$ cat src/hw/rtl/cis_cftable_entry_parser_macros.svh
// Assertion macros shared by the entry parser RTL.
`ifndef CIS_CFTABLE_ENTRY_PARSER_MACROS_SVH
`define CIS_CFTABLE_ENTRY_PARSER_MACROS_SVH

// Same-cycle implication, checked outside reset.
`define CFTE_ASSERT_NOW(label, ante, cons, msg) \
    label: assert property (@(posedge i_clk) disable iff (!i_rst_n) (ante) |-> (cons)) \
        else $error(msg);

// Next-cycle implication, checked outside reset.
`define CFTE_ASSERT_NEXT(label, ante, cons, msg) \
    label: assert property (@(posedge i_clk) disable iff (!i_rst_n) (ante) |=> (cons)) \
        else $error(msg);

`endif

$ cat src/hw/rtl/cfte_pkg.sv
// Types, phase codes, record kinds and decode tables of the entry parser.
package cfte_pkg;

    localparam int MAX_REC = 5;

    // Parse phases.
    localparam logic [4:0] PH_HEAD      = 5'd0;
    localparam logic [4:0] PH_IFACE     = 5'd1;
    localparam logic [4:0] PH_FEAT      = 5'd2;
    localparam logic [4:0] PH_PWR_MASK  = 5'd3;
    localparam logic [4:0] PH_PWR_VAL   = 5'd4;
    localparam logic [4:0] PH_PWR_EXT   = 5'd5;
    localparam logic [4:0] PH_TIM_SCALE = 5'd6;
    localparam logic [4:0] PH_TIM_WAIT  = 5'd7;
    localparam logic [4:0] PH_TIM_READY = 5'd8;
    localparam logic [4:0] PH_TIM_RSV   = 5'd9;
    localparam logic [4:0] PH_IO_FLAGS  = 5'd10;
    localparam logic [4:0] PH_IO_RANGE  = 5'd11;
    localparam logic [4:0] PH_IO_BASE   = 5'd12;
    localparam logic [4:0] PH_IO_LEN    = 5'd13;
    localparam logic [4:0] PH_IRQ1      = 5'd14;
    localparam logic [4:0] PH_IRQ2      = 5'd15;
    localparam logic [4:0] PH_MEM_S     = 5'd16;
    localparam logic [4:0] PH_MEM_DESC  = 5'd17;
    localparam logic [4:0] PH_MEM_LEN   = 5'd18;
    localparam logic [4:0] PH_MEM_CA    = 5'd19;
    localparam logic [4:0] PH_MEM_HA    = 5'd20;
    localparam logic [4:0] PH_MISC      = 5'd21;
    localparam logic [4:0] PH_MISC_EXT  = 5'd22;
    localparam logic [4:0] PH_SPARE     = 5'd23;
    localparam logic [4:0] PH_SKIP      = 5'd24;

    // Sections in tuple order.
    localparam logic [2:0] SEC_TIM  = 3'd0;
    localparam logic [2:0] SEC_IO   = 3'd1;
    localparam logic [2:0] SEC_IRQ  = 3'd2;
    localparam logic [2:0] SEC_MEM  = 3'd3;
    localparam logic [2:0] SEC_MISC = 3'd4;

    // Record kinds.
    localparam logic [4:0] K_INDEX    = 5'd0;
    localparam logic [4:0] K_IFACE    = 5'd1;
    localparam logic [4:0] K_POWER    = 5'd2;
    localparam logic [4:0] K_PWRFLAGS = 5'd3;
    localparam logic [4:0] K_WAIT     = 5'd4;
    localparam logic [4:0] K_READY    = 5'd5;
    localparam logic [4:0] K_RSV      = 5'd6;
    localparam logic [4:0] K_IOFLAGS  = 5'd7;
    localparam logic [4:0] K_IOBASE   = 5'd8;
    localparam logic [4:0] K_IOLEN    = 5'd9;
    localparam logic [4:0] K_IRQ1     = 5'd10;
    localparam logic [4:0] K_IRQ2     = 5'd11;
    localparam logic [4:0] K_MEM_LEN  = 5'd12;
    localparam logic [4:0] K_MEM_CA   = 5'd13;
    localparam logic [4:0] K_MEM_HA   = 5'd14;
    localparam logic [4:0] K_FLAGS    = 5'd15;
    localparam logic [4:0] K_SUBT     = 5'd16;
    localparam logic [4:0] K_ERROR    = 5'd17;

    // Power extension byte codes.
    localparam logic [7:0] EXT_HIGHZ_OK  = 8'h7d;
    localparam logic [7:0] EXT_ZERO      = 8'h7e;
    localparam logic [7:0] EXT_HIGHZ_REQ = 8'h7f;

    localparam logic [6:0] MANT_TAB [16] = '{
        7'd10, 7'd12, 7'd13, 7'd15, 7'd20, 7'd25, 7'd30, 7'd35,
        7'd40, 7'd45, 7'd50, 7'd55, 7'd60, 7'd70, 7'd80, 7'd90
    };
    // Mantissa divided by ten, for the unit exponent.
    localparam logic [3:0] MANT_DIV10 [16] = '{
        4'd1, 4'd1, 4'd1, 4'd1, 4'd2, 4'd2, 4'd3, 4'd3,
        4'd4, 4'd4, 4'd5, 4'd5, 4'd6, 4'd7, 4'd8, 4'd9
    };
    localparam logic [23:0] EXP_TAB [8] = '{
        24'd1, 24'd10, 24'd100, 24'd1000, 24'd10000, 24'd100000,
        24'd1000000, 24'd10000000
    };
    // Exponent divided by ten (unit exponent handled separately).
    localparam logic [19:0] EXP_DIV10 [8] = '{
        20'd0, 20'd1, 20'd10, 20'd100, 20'd1000, 20'd10000,
        20'd100000, 20'd1000000
    };

    typedef struct packed {
        logic [4:0]  kind;
        logic [4:0]  sub;
        logic [31:0] value;
        logic [23:0] scale;
        logic        done;
    } t_rec;

    typedef struct packed {
        logic [4:0]  phase;
        logic [7:0]  feature;
        logic [1:0]  rail;
        logic [6:0]  pmask;
        logic [2:0]  pnum;
        logic [27:0] paccum;
        logic [2:0]  pexp;
        logic [1:0]  rflags;
        logic [7:0]  tcode;
        logic [4:0]  wtotal;
        logic [4:0]  wnum;
        logic [2:0]  bbytes;
        logic [2:0]  lbytes;
        logic [2:0]  bpos;
        logic [31:0] waccum;
        logic        host;
        logic [7:0]  flags;
        logic [7:0]  spare;
    } t_state;

endpackage

$ cat src/hw/rtl/cfte_step.sv
// Combinational decode of one tuple byte: next parser state and its records.
module cfte_step import cfte_pkg::*; (
    input  t_state             i_state,
    input  logic [7:0]         i_byte,
    input  logic               i_last,
    output t_state             o_state,
    output t_rec [MAX_REC-1:0] o_recs,
    output logic [2:0]         o_cnt
);

    typedef struct packed {
        t_state             s;
        t_rec [MAX_REC-1:0] recs;
        logic [2:0]         cnt;
    } t_work;

    function automatic t_work emit(t_work w, logic [4:0] k, logic [4:0] sb,
                                   logic [31:0] v, logic [23:0] sc, logic d);
        t_rec r;
        r.kind  = k;
        r.sub   = sb;
        r.value = v;
        r.scale = sc;
        r.done  = d;
        if (w.cnt < 3'(MAX_REC)) begin
            w.recs[w.cnt] = r;
            w.cnt = w.cnt + 3'd1;
        end
        return w;
    endfunction

    function automatic logic [31:0] pwr_val(logic [3:0] m, logic [2:0] e);
        logic [31:0] v;
        if (e == 3'd0) begin
            v = 32'(MANT_DIV10[m]);
        end else begin
            v = 32'(MANT_TAB[m]) * 32'(EXP_DIV10[e]);
        end
        return v;
    endfunction

    function automatic logic [31:0] speed_val(logic [7:0] b);
        logic [31:0] v;
        if (b[6:3] == 4'd0) begin
            v = '0;
        end else begin
            v = pwr_val(b[6:3] - 4'd1, b[2:0]);
        end
        return v;
    endfunction

    function automatic logic [31:0] merge_byte(logic [31:0] acc, logic [1:0] pos,
                                               logic [7:0] b);
        logic [31:0] r;
        r = acc;
        case (pos)
            2'd0:    r[7:0]   = acc[7:0]   | b;
            2'd1:    r[15:8]  = acc[15:8]  | b;
            2'd2:    r[23:16] = acc[23:16] | b;
            default: r[31:24] = acc[31:24] | b;
        endcase
        return r;
    endfunction

    function automatic t_work sec_begin(t_work w, logic [2:0] sec);
        logic [7:0] f;
        f = w.s.feature;
        if (sec <= SEC_TIM && f[2]) begin
            w.s.phase = PH_TIM_SCALE;
        end else if (sec <= SEC_IO && f[3]) begin
            w.s.phase = PH_IO_FLAGS;
        end else if (sec <= SEC_IRQ && f[4]) begin
            w.s.phase = PH_IRQ1;
        end else if (sec <= SEC_MEM && f[6:5] != 2'b00) begin
            if (f[6:5] == 2'b11) begin
                w.s.phase = PH_MEM_DESC;
            end else begin
                w.s.phase  = PH_MEM_S;
                w.s.bpos   = '0;
                w.s.waccum = '0;
                w.s.lbytes = (f[6:5] == 2'b01) ? 3'd2 : 3'd4;
            end
        end else if (sec <= SEC_MISC && f[7]) begin
            w.s.phase = PH_MISC;
        end else begin
            w.s.phase = PH_SPARE;
            w.s.spare = '0;
        end
        return w;
    endfunction

    function automatic t_work pwr_next(t_work w, logic [3:0] start);
        logic found;
        found = 1'b0;
        for (int i = 0; i < 7; i++) begin
            if (!found && 4'(i) >= start && w.s.pmask[i]) begin
                w.s.pnum  = 3'(i);
                w.s.phase = PH_PWR_VAL;
                found     = 1'b1;
            end
        end
        if (!found) begin
            w = emit(w, K_PWRFLAGS, {w.s.rail, 3'b000},
                     {22'd0, w.s.rflags, 1'b0, w.s.pmask}, '0, 1'b0);
            w.s.rail = w.s.rail + 2'd1;
            if (w.s.rail < w.s.feature[1:0] && w.s.rail != 2'd0) begin
                w.s.phase = PH_PWR_MASK;
            end else begin
                w = sec_begin(w, SEC_TIM);
            end
        end
        return w;
    endfunction

    function automatic t_work pwr_done(t_work w);
        w = emit(w, K_POWER, {w.s.rail, w.s.pnum}, {4'd0, w.s.paccum}, '0, 1'b0);
        w = pwr_next(w, {1'b0, w.s.pnum} + 4'd1);
        return w;
    endfunction

    function automatic t_work tim_next(t_work w, logic [1:0] from);
        if (from == 2'd0 && w.s.tcode[1:0] != 2'b11) begin
            w.s.phase = PH_TIM_WAIT;
        end else if (from <= 2'd1 && w.s.tcode[4:2] != 3'b111) begin
            w.s.phase = PH_TIM_READY;
        end else if (from <= 2'd2 && w.s.tcode[7:5] != 3'b111) begin
            w.s.phase = PH_TIM_RSV;
        end else begin
            w = sec_begin(w, SEC_IO);
        end
        return w;
    endfunction

    function automatic t_work io_len_start(t_work w);
        w.s.waccum = '0;
        w.s.bpos   = '0;
        if (w.s.lbytes != 3'd0) begin
            w.s.phase = PH_IO_LEN;
        end else begin
            w = emit(w, K_IOLEN, w.s.wnum, 32'd1, '0, 1'b0);
            w.s.wnum = w.s.wnum + 5'd1;
            if (w.s.wnum >= w.s.wtotal) begin
                w = sec_begin(w, SEC_IRQ);
            end else begin
                // A window with no length bytes always has base bytes.
                w.s.phase = PH_IO_BASE;
            end
        end
        return w;
    endfunction

    function automatic t_work io_window_start(t_work w);
        w.s.waccum = '0;
        w.s.bpos   = '0;
        if (w.s.bbytes != 3'd0) begin
            w.s.phase = PH_IO_BASE;
        end else begin
            w = emit(w, K_IOBASE, w.s.wnum, '0, '0, 1'b0);
            w = io_len_start(w);
        end
        return w;
    endfunction

    // Walks memory window pieces until one needs bytes; empty pieces emit zero.
    function automatic t_work mem_start(t_work w, logic [1:0] first);
        logic [1:0] piece;
        logic [2:0] size;
        logic       stop;
        piece = first;
        stop  = 1'b0;
        for (int it = 0; it < 8; it++) begin
            if (!stop) begin
                if (piece == 2'd3) begin
                    w.s.wnum = w.s.wnum + 5'd1;
                    if (w.s.wnum >= w.s.wtotal) begin
                        w    = sec_begin(w, SEC_MISC);
                        stop = 1'b1;
                    end else begin
                        piece = 2'd0;
                    end
                end else if (piece == 2'd2 && !w.s.host) begin
                    piece = 2'd3;
                end else begin
                    size = (piece == 2'd0) ? w.s.lbytes : w.s.bbytes;
                    if (size == 3'd0) begin
                        w = emit(w, K_MEM_LEN + 5'(piece), w.s.wnum, '0, '0, 1'b0);
                        piece = piece + 2'd1;
                    end else begin
                        w.s.phase  = PH_MEM_LEN + 5'(piece);
                        w.s.bpos   = '0;
                        w.s.waccum = '0;
                        stop       = 1'b1;
                    end
                end
            end
        end
        return w;
    endfunction

    t_work       w;
    logic        bad;
    logic [6:0]  ext;
    logic [23:0] ext_add;
    logic [28:0] ext_sum;
    logic [1:0]  piece;
    logic [2:0]  size;
    logic [1:0]  fld;

    always_comb begin
        w       = '0;
        w.s     = i_state;
        bad     = 1'b0;
        ext     = i_byte[6:0];
        ext_add = '0;
        ext_sum = '0;
        piece   = '0;
        size    = '0;
        fld     = '0;
        unique case (i_state.phase)
            PH_HEAD: begin
                w.s.flags = {7'd0, i_byte[6]};
                w = emit(w, K_INDEX, '0, {26'd0, i_byte[5:0]}, '0, 1'b0);
                if (i_byte[7]) begin
                    w.s.phase = PH_IFACE;
                end else begin
                    w = emit(w, K_IFACE, '0, '0, '0, 1'b0);
                    w.s.phase = PH_FEAT;
                end
            end
            PH_IFACE: begin
                w.s.flags[4:1] = w.s.flags[4:1] | i_byte[7:4];
                w = emit(w, K_IFACE, '0, {28'd0, i_byte[3:0]}, '0, 1'b0);
                w.s.phase = PH_FEAT;
            end
            PH_FEAT: begin
                w.s.feature = i_byte;
                if (i_byte[1:0] != 2'b00) begin
                    w.s.rail  = '0;
                    w.s.phase = PH_PWR_MASK;
                end else begin
                    w = sec_begin(w, SEC_TIM);
                end
            end
            PH_PWR_MASK: begin
                w.s.pmask  = i_byte[6:0];
                w.s.rflags = '0;
                w = pwr_next(w, 4'd0);
            end
            PH_PWR_VAL: begin
                w.s.paccum = 28'(pwr_val(i_byte[6:3], i_byte[2:0]));
                w.s.pexp   = i_byte[2:0];
                if (i_byte[7]) begin
                    w.s.phase = PH_PWR_EXT;
                end else begin
                    w = pwr_done(w);
                end
            end
            PH_PWR_EXT: begin
                if (ext < 7'd100) begin
                    // Fraction in hundredths of the parameter's scale.
                    if (i_state.pexp >= 3'd2) begin
                        ext_add = 24'(ext) * 24'(EXP_TAB[i_state.pexp - 3'd2]);
                    end else if (i_state.pexp == 3'd1) begin
                        ext_add = 24'((18'(ext) * 18'd205) >> 11);
                    end
                    ext_sum = {1'b0, i_state.paccum} + 29'(ext_add);
                    w.s.paccum = ext_sum[28] ? 28'hfffffff : ext_sum[27:0];
                end else if (i_byte == EXT_HIGHZ_OK) begin
                    w.s.rflags[0] = 1'b1;
                end else if (i_byte == EXT_ZERO) begin
                    w.s.paccum = '0;
                end else if (i_byte == EXT_HIGHZ_REQ) begin
                    w.s.rflags[1] = 1'b1;
                end else begin
                    bad = 1'b1;
                end
                if (!bad && !i_byte[7]) begin
                    w = pwr_done(w);
                end
            end
            PH_TIM_SCALE: begin
                w.s.tcode = i_byte;
                w = tim_next(w, 2'd0);
            end
            PH_TIM_WAIT: begin
                w = emit(w, K_WAIT, '0, speed_val(i_byte),
                         EXP_TAB[{1'b0, i_state.tcode[1:0]}], 1'b0);
                w = tim_next(w, 2'd1);
            end
            PH_TIM_READY: begin
                w = emit(w, K_READY, '0, speed_val(i_byte),
                         EXP_TAB[i_state.tcode[4:2]], 1'b0);
                w = tim_next(w, 2'd2);
            end
            PH_TIM_RSV: begin
                w = emit(w, K_RSV, '0, speed_val(i_byte),
                         EXP_TAB[i_state.tcode[7:5]], 1'b0);
                w = tim_next(w, 2'd3);
            end
            PH_IO_FLAGS: begin
                w.s.waccum = {24'd0, i_byte};
                if (i_byte[7]) begin
                    w.s.phase = PH_IO_RANGE;
                end else begin
                    w = emit(w, K_IOFLAGS, '0, {24'd0, i_byte}, '0, 1'b0);
                    w = emit(w, K_IOBASE, '0, '0, '0, 1'b0);
                    w = emit(w, K_IOLEN, '0, 32'd1 << i_byte[4:0], '0, 1'b0);
                    w = sec_begin(w, SEC_IRQ);
                end
            end
            PH_IO_RANGE: begin
                w = emit(w, K_IOFLAGS, '0, {16'd0, i_byte, i_state.waccum[7:0]}, '0, 1'b0);
                w.s.wtotal = {1'b0, i_byte[3:0]} + 5'd1;
                fld = i_byte[5:4];
                w.s.bbytes = (fld == 2'b11) ? 3'd4 : {1'b0, fld};
                fld = i_byte[7:6];
                w.s.lbytes = (fld == 2'b11) ? 3'd4 : {1'b0, fld};
                w.s.wnum   = '0;
                if (w.s.bbytes == 3'd0 && w.s.lbytes == 3'd0) begin
                    w = sec_begin(w, SEC_IRQ);
                end else begin
                    w = io_window_start(w);
                end
            end
            PH_IO_BASE: begin
                w.s.waccum = merge_byte(i_state.waccum, i_state.bpos[1:0], i_byte);
                w.s.bpos   = i_state.bpos + 3'd1;
                if (w.s.bpos >= i_state.bbytes) begin
                    w = emit(w, K_IOBASE, i_state.wnum, w.s.waccum, '0, 1'b0);
                    w = io_len_start(w);
                end
            end
            PH_IO_LEN: begin
                w.s.waccum = merge_byte(i_state.waccum, i_state.bpos[1:0], i_byte);
                w.s.bpos   = i_state.bpos + 3'd1;
                if (w.s.bpos >= i_state.lbytes) begin
                    w = emit(w, K_IOLEN, i_state.wnum, w.s.waccum + 32'd1, '0, 1'b0);
                    w.s.wnum = i_state.wnum + 5'd1;
                    if (w.s.wnum >= i_state.wtotal) begin
                        w = sec_begin(w, SEC_IRQ);
                    end else begin
                        w = io_window_start(w);
                    end
                end
            end
            PH_IRQ1: begin
                w = emit(w, K_IRQ1, '0, {24'd0, i_byte}, '0, 1'b0);
                if (i_byte[4]) begin
                    w.s.phase = PH_IRQ2;
                    w.s.bpos  = '0;
                end else begin
                    w = sec_begin(w, SEC_MEM);
                end
            end
            PH_IRQ2: begin
                if (i_state.bpos == 3'd0) begin
                    w.s.waccum = {24'd0, i_byte};
                    w.s.bpos   = 3'd1;
                end else begin
                    w = emit(w, K_IRQ2, '0, {16'd0, i_byte, i_state.waccum[7:0]}, '0, 1'b0);
                    w = sec_begin(w, SEC_MEM);
                end
            end
            PH_MEM_S: begin
                w.s.waccum = merge_byte(i_state.waccum, i_state.bpos[1:0], i_byte);
                w.s.bpos   = i_state.bpos + 3'd1;
                if (w.s.bpos >= i_state.lbytes) begin
                    w = emit(w, K_MEM_LEN, '0, {8'd0, w.s.waccum[15:0], 8'd0}, '0, 1'b0);
                    w = emit(w, K_MEM_CA, '0, {8'd0, w.s.waccum[31:16], 8'd0}, '0, 1'b0);
                    w = sec_begin(w, SEC_MISC);
                end
            end
            PH_MEM_DESC: begin
                w.s.wtotal = {2'd0, i_byte[2:0]} + 5'd1;
                w.s.lbytes = {1'b0, i_byte[4:3]};
                w.s.bbytes = {1'b0, i_byte[6:5]};
                w.s.host   = i_byte[7];
                w.s.wnum   = '0;
                if (i_last) begin
                    bad = 1'b1;
                end else if (i_byte[6:3] == 4'd0) begin
                    w = sec_begin(w, SEC_MISC);
                end else begin
                    w = mem_start(w, 2'd0);
                end
            end
            PH_MEM_LEN, PH_MEM_CA, PH_MEM_HA: begin
                piece = 2'(i_state.phase - PH_MEM_LEN);
                size  = (piece == 2'd0) ? i_state.lbytes : i_state.bbytes;
                w.s.waccum = merge_byte(i_state.waccum, i_state.bpos[1:0], i_byte);
                w.s.bpos   = i_state.bpos + 3'd1;
                if (w.s.bpos >= size) begin
                    w = emit(w, K_MEM_LEN + 5'(piece), i_state.wnum,
                             {w.s.waccum[23:0], 8'd0}, '0, 1'b0);
                    w = mem_start(w, piece + 2'd1);
                end
            end
            PH_MISC: begin
                w.s.flags[7:5] = i_state.flags[7:5] | i_byte[5:3];
                if (i_byte[7]) begin
                    w.s.phase = PH_MISC_EXT;
                end else begin
                    w.s.phase = PH_SPARE;
                    w.s.spare = '0;
                end
            end
            PH_MISC_EXT: begin
                if (!i_byte[7]) begin
                    w.s.phase = PH_SPARE;
                    w.s.spare = '0;
                end
            end
            PH_SPARE: begin
                w.s.spare = i_state.spare + 8'd1;
            end
            default: begin
            end
        endcase

        if (bad) begin
            w = emit(w, K_ERROR, '0, '0, '0, 1'b1);
            w.s.phase = i_last ? PH_HEAD : PH_SKIP;
        end else if (i_last) begin
            if (w.s.phase == PH_SPARE) begin
                w = emit(w, K_FLAGS, '0, {24'd0, w.s.flags}, '0, 1'b0);
                w = emit(w, K_SUBT, '0, {24'd0, w.s.spare}, '0, 1'b1);
            end else if (w.s.phase != PH_SKIP) begin
                w = emit(w, K_ERROR, '0, '0, '0, 1'b1);
            end
            w.s.phase = PH_HEAD;
        end
    end

    assign o_state = w.s;
    assign o_recs  = w.recs;
    assign o_cnt   = w.cnt;

endmodule

$ cat src/hw/rtl/cis_cftable_entry_parser.sv
// Top level of the configuration-table-entry tuple parser.
//
//  channel | dir | tdata                      | tlast      | tuser
//  s       | in  | data_byte [7:0]            | last_byte  | -
//  m       | out | sub_index, value, scale    | entry_done | record_kind
//
// Each tuple byte is held in the input register, where the combinational decode
// logic turns it into zero to five records. The records sit in a five-entry
// record buffer and leave one per cycle on the master side while it is ready.
// The next byte is decoded in the cycle the buffer hands out its final record,
// so the sustained rate is one byte per cycle for bytes with at most one record
// while the master side accepts.
// Reset (synchronous, active low) returns the parser to the index byte and
// empties both registers. A stall on the master side holds the buffer and,
// once the input register is full, backs up to the slave side.
`include "cis_cftable_entry_parser_macros.svh"

module cis_cftable_entry_parser import cfte_pkg::*; (
    input  logic        i_clk,
    input  logic        i_rst_n,
    input  logic        i_s_tvalid,
    output logic        o_s_tready,
    input  logic [7:0]  i_s_tdata,   // [7:0] data_byte
    input  logic        i_s_tlast,   // last_byte
    output logic        o_m_tvalid,
    input  logic        i_m_tready,
    output logic [63:0] o_m_tdata,   // [4:0] sub_index, [36:5] field_value,
                                     // [60:37] time_scale, [63:61] zero
    output logic        o_m_tlast,   // entry_done
    output logic [4:0]  o_m_tuser    // [4:0] record_kind
);

    // Input register.
    logic               r_in_valid;
    logic [7:0]         r_in_byte;
    logic               r_in_last;

    // Parser state.
    t_state             r_st;
    t_state             w_st;
    t_rec [MAX_REC-1:0] w_recs;
    logic [2:0]         w_cnt;

    // Record buffer: r_len records loaded, r_ptr points at the next to send.
    t_rec [MAX_REC-1:0] r_recs;
    logic [2:0]         r_len;
    logic [2:0]         r_ptr;
    t_rec               w_head;

    logic               w_take;
    logic               w_buf_free;
    logic               w_process;

    cfte_step u_step (
        .i_state (r_st),
        .i_byte  (r_in_byte),
        .i_last  (r_in_last),
        .o_state (w_st),
        .o_recs  (w_recs),
        .o_cnt   (w_cnt)
    );

    assign w_head     = r_recs[r_ptr];
    assign o_m_tvalid = (r_ptr < r_len);
    assign w_take     = o_m_tvalid && i_m_tready;
    // The buffer can be reloaded once its last record is leaving.
    assign w_buf_free = !o_m_tvalid || (w_take && (r_ptr + 3'd1 == r_len));
    assign w_process  = r_in_valid && w_buf_free;
    assign o_s_tready = !r_in_valid || w_process;

    assign o_m_tdata = {3'd0, w_head.scale, w_head.value, w_head.sub};
    assign o_m_tlast = w_head.done;
    assign o_m_tuser = w_head.kind;

    always_ff @(posedge i_clk) begin
        if (!i_rst_n) begin
            r_in_valid <= 1'b0;
            r_st       <= '0;
            r_len      <= '0;
            r_ptr      <= '0;
        end else begin
            if (o_s_tready) begin
                r_in_valid <= i_s_tvalid;
            end
            if (w_process) begin
                r_st  <= w_st;
                r_len <= w_cnt;
                r_ptr <= '0;
            end else if (w_take) begin
                r_ptr <= r_ptr + 3'd1;
            end
        end
    end

    always_ff @(posedge i_clk) begin
        if (o_s_tready && i_s_tvalid) begin
            r_in_byte <= i_s_tdata;
            r_in_last <= i_s_tlast;
        end
        if (w_process) begin
            r_recs <= w_recs;
        end
    end

    `CFTE_ASSERT_NOW(a_ptr_in_range, 1'b1, r_ptr <= r_len, "record pointer ran past the buffer")
    `CFTE_ASSERT_NOW(a_done_kind, o_m_tvalid && o_m_tlast, o_m_tuser == K_SUBT || o_m_tuser == K_ERROR, "entry_done on a record that does not close the tuple")
    `CFTE_ASSERT_NOW(a_last_has_records, w_process && r_in_last && r_st.phase != PH_SKIP, w_cnt != 3'd0, "final byte produced no closing record")
    `CFTE_ASSERT_NEXT(a_last_rewinds, w_process && r_in_last, r_st.phase == PH_HEAD, "parser did not return to the index byte after the final byte")

endmodule
$ cat config.mk
export PLATFORM = sky130hd
export DESIGN_NAME = cis_cftable_entry_parser
export DESIGN_NICKNAME = d
export VERILOG_FILES = /design/src/hw/rtl/cfte_pkg.sv /design/src/hw/rtl/cfte_step.sv /design/src/hw/rtl/cis_cftable_entry_parser.sv
export VERILOG_INCLUDE_DIRS = /design/src /design/src/hw/rtl
export SDC_FILE = /design/constraint.sdc
export NUM_CORES = 2
export LEC_CHECK = 0
export ABC_AREA = 1
export BUFFER_PORTS_ARGS = -buffer_cell sky130_fd_sc_hd__clkbuf_2
export CAP_MARGIN = 10
export CORE_ASPECT_RATIO = 2
export CORE_UTILIZATION = 45
export DETAILED_ROUTE_END_ITERATION = 8
export SETUP_SLACK_MARGIN = 0.3
export SLEW_MARGIN = 15
export SYNTH_ARGS = -nofsm -noshare
export SYNTH_HDL_FRONTEND = slang
export SYNTH_SLANG_ARGS = --single-unit
export TNS_END_PERCENT = 30
$ cat constraint.sdc
create_clock -name i_clk -period 38.1 [get_ports i_clk]
set_input_delay 3.81 -clock i_clk [delete_from_list [all_inputs] [get_ports i_clk]]
set_output_delay 3.81 -clock i_clk [all_outputs]
set_load 0.01 [all_outputs]
==> impl_metrics.yaml, run 1 <==
placement:
  io_buffer_count: 78
  dp_hpwl_um: 227000
  gp_congestion: 1.16
  placedCellCount: 8666
  place_worst_setup_slack_ps: 20580
cts:
  cts.sinks: 318
  postCtsResizedCells: 0
  postCtsHoldBufs: 0
  cts_made_buffers: 30
  clockRootBuffer: "clkbuf_16"
  post-cts-setup-buffers: 0
  clock_path_buffers: 3
  htree_levels: 1
yosys:
  synth_cell_types: 82
  ys.warnings.count: 0
  syn_inst: 7311
  ys_async_sr_fraction: 0
  ys_ff_latch: 318
  ys_seq_area_frac: 0.169
  yosys_most_used_dff: "edfxtp_1"
  synthTopCellsByArea: "nand2_1 (11%), edfxtp_1 (11%), ha_1 (11%), fa_1 (10%), inv_1 (8.9%)"
  syn_avg_cell_area_um2: 6.58
  yosysTopAreaCell: "nand2_1"
  syn-cell-area_um2: 48100
  synth-edff-count: 177
  synth_top_area_frac: 0.114
floorplan:
  num_rows: 169
  die_height_um: 464
  die_w_um: 233
  initial_core_util: 0.454
  io_pins: 85
global_route:
  grt_pass1_wl_um: 507000
  grt_max_degree: 87
  track_usage: 0.640
  overflow: 354
  first_global_vias: 63085
outcome:
  haltStage: "global routing (5_1_grt)"
  error: "[ERROR GRT-0116] Global routing finished with congestion. Check the congestion regions in the DRC Viewer."
  status: "stopped before the end"
[layer usage]
metal / global-route usage / GRT overflow
met1: 0.597 / 0
met2: 0.892 / 202
met3: 0.400 / 3
met4: 0.705 / 149
met5: 0.0855 / 0
[cell families after synthesis]
kind of cell | synth area share
xor gates and xnor gates | 0.0168
other | 0.0000780
buffers and inverters | 0.118
DFF | 0.169
muxes | 0.000468
AOI/OAI and AO/OA | 0.213
and+or+nand+nor | 0.275
adders and majority gates | 0.208
[synthesized netlist by cell type, drive strengths merged (70+ instances only)]
cell,n
inv,1195
fa,241
o211ai,145
xor2,70
ha,412
dfxtp,141
nor3,131
clkbuf,184
nand3,359
o22ai,75
a21oi,519
o21ai,595
nor2,923
nand2,1519
nand4,74
edfxtp,177
[metrics by stage]
step           hold slack [ps]  utilization  area, µm²
2_1_floorplan              426            -      48100
3_3_place_gp               441        0.475      50300
3_5_place_dp               455        0.475      50300
4_1_cts                    467        0.484      51300
==> run 2: changes to the inputs <==
Settings changed: CORE_ASPECT_RATIO 2 to default, CORE_UTILIZATION 45 to 30, PLACE_DENSITY_LB_ADDON from default to 0.15, SETUP_SLACK_MARGIN 0.3 to default.
==> run 2 against run 1 <==
Effect of this change: the run now ends clean; area after synthesis did not move; synthesized cell count did not move.
==> impl_metrics.yaml, run 2 <==
power:
  p_sw_w: 0.000979
  p_int_w: 0.000981
  power_switching_share: 0.499
  power_frac_clock: 0.225
  cellPowerDensity_nw_per_um2: 37.4
  irDropWorstVdd_mv: 0.0299
  comb_power_share: 0.568
  p_seq_frac: 0.207
  p_leak_nw: 24.0
cts:
  clock_latency_ps: 620
  htree_levels: 2
  postCtsHoldBufs: 0
  clock_path_buffers: 3
  post-cts-setup-buffers: 0
  cts_tree: "done"
  cts.sinks: 318
  clockRootBuffer: "clkbuf_16"
  clk_pin_slew_worst_paths_ps: 80
  cts_made_buffers: 43
  postCtsResizedCells: 0
worst_setup_path:
  critPathMaxStageDelay_ps: 690
  r2r_start: "r_st[58]$_SDFFE_PN0P_"
  crit_required_ps: 38440
  critPathCaptureType: "register"
  rrSetupSlack_ps: 20920
  cpMostUsedCell: "nand2_1"
  start_kind: "register"
  critPathKind: "register to register"
  crit_arrival_ps: 17520
  r2r_end: "r_recs[162]$_DFFE_PP_"
  crit_family: "simple AND/OR/NAND/NOR gates"
  rr_worst_depth: 86
  slowest_stage: "dfxtp_1"
  path_buf_inv: 18
  crit_fanout: 21
cells_and_area:
  num-fill-cells: 17560
  drive_above_1_share: 0.0704
  largest_register_ffs: 168
  regArea_um2: 8140
  multiInputGateArea_um2: 34300
  layout_commonest_cell: "nand2_1"
  layout_common_cells: "nand2_1 (1456), inv_1 (1144), nor2_1 (868)"
  syn2layout_area_growth_pct: 8.90
  design_area_um2: 52400
  nets: 7973
  top_register: "r_recs"
  top_regs: "r_recs: 168 flops, r_st: 134 flops, r_in_byte: 8 flops"
yosys:
  ys_async_sr_fraction: 0
  syn_inst: 7311
  syn-cell-area_um2: 48100
  synth_xor_xnor_area_share: 0.0168
  synth_mux_area_frac: 0.000468
  syn_avg_cell_area_um2: 6.58
  yosysTopAreaCell: "nand2_1"
  synthAdderAreaFrac: 0.208
  yosys_most_used_dff: "edfxtp_1"
  synth-edff-count: 177
  ys_seq_area_frac: 0.169
  synth_top_family_by_area: "simple AND/OR/NAND/NOR gates"
  synthTopCellsByArea: "nand2_1 (11%), edfxtp_1 (11%), ha_1 (11%), fa_1 (10%), inv_1 (8.9%)"
  synth_cell_types: 82
  synth_top_area_frac: 0.114
  ys.warnings.count: 0
  synth_most_common_cell: "nand2_1"
  yosys.area_share.simple: 0.275
  yosys-top-cells-count: "nand2_1 (1458), inv_1 (1146), nor2_1 (870), o21ai_0 (556), a21oi_1 (513)"
  ys_ff_latch: 318
  synth_compound_area_frac: 0.213
sta:
  hold_viol_final: 0
  tightestPinTransition_ps: 1360
  setup_viol: 0
  relSlewSlack: 0.0824
  fin_setup_tns_ps: 0
  fin_skew_ps: 33.5
  final.min_clock_period_ps: 17180
  max_clock_freq_mhz: 58.2
  rsz0062_at_grt: "false"
  fin_crit_sh: 0.451
  slew_viol_final: 0
global_route:
  first_global_vias: 49162
  antenna_found_initial: 10
  grt_pass1_wl_um: 347000
  overflow: 0
  grt_max_degree: 74
  track_usage: 0.289
flow_run:
  drv_cap: 0
floorplan:
  die_w_um: 402
  die_height_um: 402
  num_rows: 146
  initial_core_util: 0.303
  fp.dieArea_um2: 162000
  core_um2: 159000
  io_pins: 85
route:
  routed_wirelength_um: 242000
  wire_per_inst_um: 25.7
  first_iter_violations: 5973
  drc: 0
  viasPerCell: 5.61
  antenna_left: 0
  first_pass_iters: 8
  vias: 52786
placement:
  io_buffer_count: 78
  dp_hpwl_um: 194000
  gp_congestion: 1.04
  placed_area_um2: 50900
min_path:
  whs_path_depth: 2
  hold_path_end: "r_len[1]$_SDFFE_PN0P_"
  hold_path_class: "register to register"
  hold_start: "r_len[1]$_SDFFE_PN0P_"
outcome:
  status: "completed"
[run 2: worst register-to-register path, delay by kind of cell, from the launching register on]
| kind | cells | cell delay, ps |
|---|---|---|
| DFF | 1 | 690 |
| AOI/OAI and AO/OA | 10 | 2360 |
| adders and majority gates | 12 | 3360 |
| xor gates and xnor gates | 4 | 1580 |
| and+or+nand+nor | 42 | 5970 |
| buffers and inverters | 18 | 2940 |
[run 2: cell families (layout without fill, tap and decap cells)]
group,Yosys count,after routing
flops,318,318
other cells,1,9
mux,2,2
fa+ha+maj,653,653
compound gates,1705,1705
simple gates,3076,3076
xor+xnor,89,89
buf+inv,1467,1490
[run 2: worst max-delay path by stage]
stage	startpoint	end	slack (ps)	cells past startpoint
after floorplan	r_st[59]$_SDFFE_PN0P_	r_recs[93]$_DFFE_PP_	25560	85
after global placement	r_st[58]$_SDFFE_PN0P_	r_recs[162]$_DFFE_PP_	21890	85
after detailed placement	r_st[58]$_SDFFE_PN0P_	r_recs[162]$_DFFE_PP_	21460	86
after CTS	r_st[58]$_SDFFE_PN0P_	r_recs[162]$_DFFE_PP_	21380	86
after global routing	r_st[58]$_SDFFE_PN0P_	r_recs[162]$_DFFE_PP_	19630	85
final	r_st[58]$_SDFFE_PN0P_	r_recs[162]$_DFFE_PP_	20920	86
[run 2: per-layer routing]
| metal | up-vias | global-route usage | share of wire |
|---|---|---|---|
| met3 | 354 | 0.0511 | 0.095 |
| met4 | 6 | 0.0764 | 0.030 |
| met1 | 25560 | 0.431 | 0.47 |
| met5 | - | 0 | 0.00014 |
| li1 | 24306 | - | - |
| met2 | 2560 | 0.421 | 0.41 |
[run 2: power groups by stage]
| stage | Sequential (W) | Clock, W | Combinational (W) |
|---|---|---|---|
| 5_1_grt | 0.000408 | 0.000460 | 0.00123 |
| 3_3_place_gp | 0.000413 | 0 | 0.00109 |
| 2_1_floorplan | 0.000412 | 0 | 0.000743 |
| 4_1_cts | 0.000406 | 0.000449 | 0.00110 |
| 6_report | 0.000406 | 0.000441 | 0.00111 |
| 3_5_place_dp | 0.000413 | 0 | 0.00109 |
[run 2: layout make-up]
cell class | count | share of cell area
diodes | 2 | 0.0000956
clock buffers | 51 | 0.0219
clock inverters | 27 | 0.00619
repair buffers | 186 | 0.0229
inverters | 1226 | 0.0883
flip-flops and latches | 318 | 0.155
well taps | 2072 | 0.0495
multi-input cells | 5532 | 0.656
[run 2: through the flow]
| step | util | power [W] | std cells | setup slack, ps | hold slack, ps |
|---|---|---|---|---|---|
| after floorplan | - | 0.00116 | 7317 | 25560 | 426 |
| after global placement | 0.320 | 0.00150 | 9334 | 21890 | 447 |
| after detailed placement | 0.320 | 0.00151 | 9334 | 21460 | 455 |
| after CTS | 0.330 | 0.00195 | 9412 | 21380 | 464 |
| after global routing | 0.330 | 0.00210 | 9412 | 19630 | 501 |
| final | 0.330 | 0.00196 | 9414 | 20920 | 465 |
Note: power is estimated with default switching activity, not from simulation.
